`src/rtl/assert_macros.svh`:
```
// Assertion macros used by the RTL of the topological sort core.
// Each macro expects a clock named clk and an active-low reset named rst_n in scope.
`ifndef ASSERT_MACROS_SVH
`define ASSERT_MACROS_SVH

// Same-cycle implication.
`define TSK_ASSERT_IMP(label, ante, cons) \
    label: assert property (@(posedge clk) disable iff (!rst_n) (ante) |-> (cons)) \
        else $error("same-cycle check failed");

// Next-cycle implication.
`define TSK_ASSERT_NEXT(label, ante, cons) \
    label: assert property (@(posedge clk) disable iff (!rst_n) (ante) |=> (cons)) \
        else $error("next-cycle check failed");

`endif

```
`src/rtl/tsk_ram.sv`:
```
// Generic single-write, single-read synchronous RAM with a registered read port.
// Depends on nothing.
module tsk_ram #(
    parameter int WIDTH = 8,
    parameter int DEPTH = 64
) (
    input  logic                                   clk,
    input  logic                                   we,
    input  logic [(DEPTH > 1 ? $clog2(DEPTH) : 1)-1:0] waddr,
    input  logic [WIDTH-1:0]                       wdata,
    input  logic [(DEPTH > 1 ? $clog2(DEPTH) : 1)-1:0] raddr,
    output logic [WIDTH-1:0]                       rdata
);

    logic [WIDTH-1:0] mem [DEPTH];
    logic [WIDTH-1:0] rdata_reg;

    always_ff @(posedge clk)
    begin
        if (we)
        begin
            mem[waddr] <= wdata;
        end
        rdata_reg <= mem[raddr];
    end

    assign rdata = rdata_reg;

endmodule

```
`config.mk`:
```
export PLATFORM = sky130hd
export DESIGN_NAME = tsk_ram
export DESIGN_NICKNAME = d
export VERILOG_FILES = /design/src/rtl/assert_macros.svh /design/src/rtl/tsk_ram.sv
export SDC_FILE = /design/constraint.sdc
export NUM_CORES = 1
export LEC_CHECK = 0
export BUFFER_PORTS_ARGS = -buffer_cell sky130_fd_sc_hd__buf_2
export CAP_MARGIN = 10
export CORE_ASPECT_RATIO = 2
export CORE_UTILIZATION = 40
export CTS_CLUSTER_DIAMETER = 60
export DETAILED_ROUTE_END_ITERATION = 12
export PLACE_DENSITY = 0.56
export SETUP_SLACK_MARGIN = 0.3
export SLEW_MARGIN = 20
export SYNTH_ARGS = -nofsm -noshare
export SYNTH_HDL_FRONTEND = slang
export SYNTH_SLANG_ARGS = --single-unit
```
`constraint.sdc`:
```
create_clock -name clk -period 1.8 [get_ports clk]
set_clock_uncertainty 0.1 [all_clocks]
set_input_delay 0.09 -clock clk [delete_from_list [all_inputs] [get_ports clk]]
set_output_delay 0.09 -clock clk [all_outputs]
set_load 0.005 [all_outputs]
```
==> results.json <==
{
  "min_delay_path_depth": 4,
  "synth.area.top_cells": "edfxtp_1, mux4_2, nor2_1",
  "worstPathArrival_ps": 2330,
  "fin_ws_ps": -180.8,
  "antenna_found_initial": 4,
  "total_power_mw": 24.74,
  "syn_avg_cell_area_um2": 21.45,
  "crit_slowest_cell": "mux4_2",
  "hold_viol": 0,
  "r2r_setup_slack_ps": -180,
  "final_nets": 1148,
  "io-pin-count": 30,
  "die_y_um": 319.5,
  "fin_area_um2": 24140,
  "syn_to_final_growth_pct": 19.69,
  "gr-total-overflow": 0,
  "grt_max_degree": 65,
  "syn-num-nets": 962,
  "grt_setup_unrepaired": "true",
  "synth_edf_count": 512,
  "worst-path-buf-inv": 0,
  "grtUsageTotal_pct": 20.22,
  "setup_viol": 8,
  "min_from": "raddr[4]",
  "final_cells": 1812,
  "synthArstFlopShare_pct": 0,
  "grt_pass1_vias": 10680,
  "grt_pass1_wl_um": 73260,
  "final_cell_mix": "edfxtp_1, buf_4, mux4_2, clkbuf_16, nor2_1",
  "via_per_inst": 5.417,
  "worstPathCellList": "mux4_2, mux4_2, nor2_2, nor3_1, o2bb2ai_1",
  "max-vdd-ir-drop_mv": 0.5653,
  "cts_tree": "done",
  "min_path_type": "in2reg",
  "synthDistinctLibCells": 40,
  "timing.rr.end": "rdata[0]",
  "final_common_cell": "edfxtp_1",
  "coreArea_um2": 49930,
  "holdWs_ps": 51.81,
  "max_freq_ghz": 0.5048,
  "cts.clk_slew.worst_paths_ps": 60,
  "crit_path_max_incr_delay_ps": 540,
  "leakagePower_nw": 7.741,
  "yosys.area.top_type_share_pct": 76.24,
  "dieArea_um2": 51370,
  "placedInstanceArea_um2": 22530,
  "routed_wl_um": 50320,
  "synthFlopType": "edfxtp_1",
  "synth_seq_cells": 520,
  "outcome": "finished with violations",
  "clk_latency_ps": 580,
  "tightestPinTransition_ps": 900.1,
  "worst_setup_path_end_kind": "register",
  "drive_gt1_share_pct": 38.59,
  "rows": 116,
  "cts-buffers-inserted": 44,
  "cts_sinks": 520,
  "drtIter0Drc": 547,
  "h-tree-depth": 2,
  "hpwl_um": 35110,
  "syn_area_um2": 20170,
  "cp_max_fo": 1,
  "p_per_area_nw_per_um2": 1025,
  "r2r_cells": 5,
  "fin_tns_setup_ps": -981.0,
  "r2r_start": "mem[15][0]",
  "cts_buffer_depth": 3,
  "wire_per_inst_um": 27.77,
  "cts_setup_buffers": 0,
  "synthCells": 940,
  "die_w_um": 160.8,
  "ant_nets": 0,
  "largest_reg_flops": 512,
  "ys_warn_count": 0,
  "cp_common_cell": "mux4_2",
  "crit_type": "reg2reg",
  "first_pass_iters": 5,
  "place_congestion": 0.8455,
  "crit_required_ps": 2150,
  "finalMaxSlewViolations": 0,
  "initial_core_util_pct": 40.39,
  "drcViolationCount": 0,
  "min_period_ps": 1981,
  "critPathLaunchType": "register",
  "hold_end": "rdata[2]",
  "synth_top_area_cell": "edfxtp_1",
  "placed_cells": 1725,
  "drv_cap": 0,
  "yosysSeqAreaShare_pct": 77.03,
  "via_count": 9816,
  "clockRootBuffer": "clkbuf_16",
  "violations": "setup timing",
  "fillers": 4147,
  "portBuffers": 29,
  "timing.slew.headroom_pct": 40.00,
  "worst_path_dominant_cell_family": "multiplexers",
  "finalCritPeriodShare_pct": 110.0
}
==> repair_timing <==
action,in CTS,in global routing
gates resized for setup,15,9
pin swaps,5,1
hold buffers,4,0
setup endpoints to repair,8,8
endpoints found under the hold margin,71,0
==> through the flow <==
stage / setup slack (ps) / utilization, %
2_1_floorplan: 49.79 / -
3_3_place_gp: -542.2 / 45.12
3_5_place_dp: -506.2 / 45.12
4_1_cts: -190.1 / 48.25
5_1_grt: -235.2 / 48.35
6_report: -180.8 / 48.35
==> cells by family (layout without fill, tap and decap cells) <==
kind of cell	after synthesis	count (layout)	synth area share, %
AO/OA/AOI/OAI	54	54	2.072
buffers and inverters	51	272	1.570
flip-flops	520	520	77.03
multiplexers	162	162	15.94
other	0	2	0
AND/OR/NAND/NOR	153	153	3.387
==> metal layers <==
metal,part of all wire [%],global-route usage (%),up-vias
met4,5.1,10.08,4
met2,58,39.75,212
met5,0.044,0,-
met3,3.0,2.360,111
met1,34,20.59,5199
li1,-,-,4290
==> cells in the mapped netlist (4+ instances only) <==
| cell | instances |
|---|---|
| edfxtp_1 | 512 |
| mux4_2 | 126 |
| nor2_1 | 83 |
| mux2i_1 | 23 |
| nand2_1 | 19 |
| clkbuf_1 | 17 |
| nor2b_1 | 14 |
| buf_4 | 13 |
| mux2_2 | 13 |
| nand3_1 | 13 |
| buf_2 | 11 |
| dfxtp_1 | 8 |
| o221ai_1 | 8 |
| o22ai_1 | 8 |
| nand2b_1 | 7 |
| nor3_1 | 7 |
| a221oi_1 | 6 |
| a211oi_1 | 4 |
| buf_1 | 4 |
| buf_6 | 4 |
==> power breakdown <==
group	internal, mW	total (mW)	switching, mW
registers	13.4	13.4	0.0330
logic	0.665	1.55	0.888
clock network	5.46	9.76	4.30
total	19.5	24.7	5.22
==> layout make-up <==
class	count	area (µm²)	share of cell area, %
timing repair buffer	191	1680	6.961
multi-input combinational	369	4654	19.28
tap	649	812.0	3.364
antenna	2	5.005	0.02073
sequential	520	15530	64.36
clock buffer	51	1149	4.758
clock inverter	30	302.8	1.254
==> worst max path at each step <==
stage | start | to | slack, ps | cells after the start
final | mem[15][0] | rdata[0] | -180 | 5
after global routing | mem[15][0] | rdata[0] | -240 | 5
after CTS | mem[41][0] | rdata[0] | -190 | 5
after detailed placement | raddr[0] | rdata[7] | -510 | 7
after global placement | raddr[0] | rdata[7] | -540 | 7
after floorplan | mem[21][4] | rdata[4] | 50 | 5
==> worst min-delay path: stages <==
cell,delay [ps]
buf_2,210
buf_4,210
nand2_1,60
o2bb2ai_1,100
No activity file was read; power rests on OpenSTA's default activity.
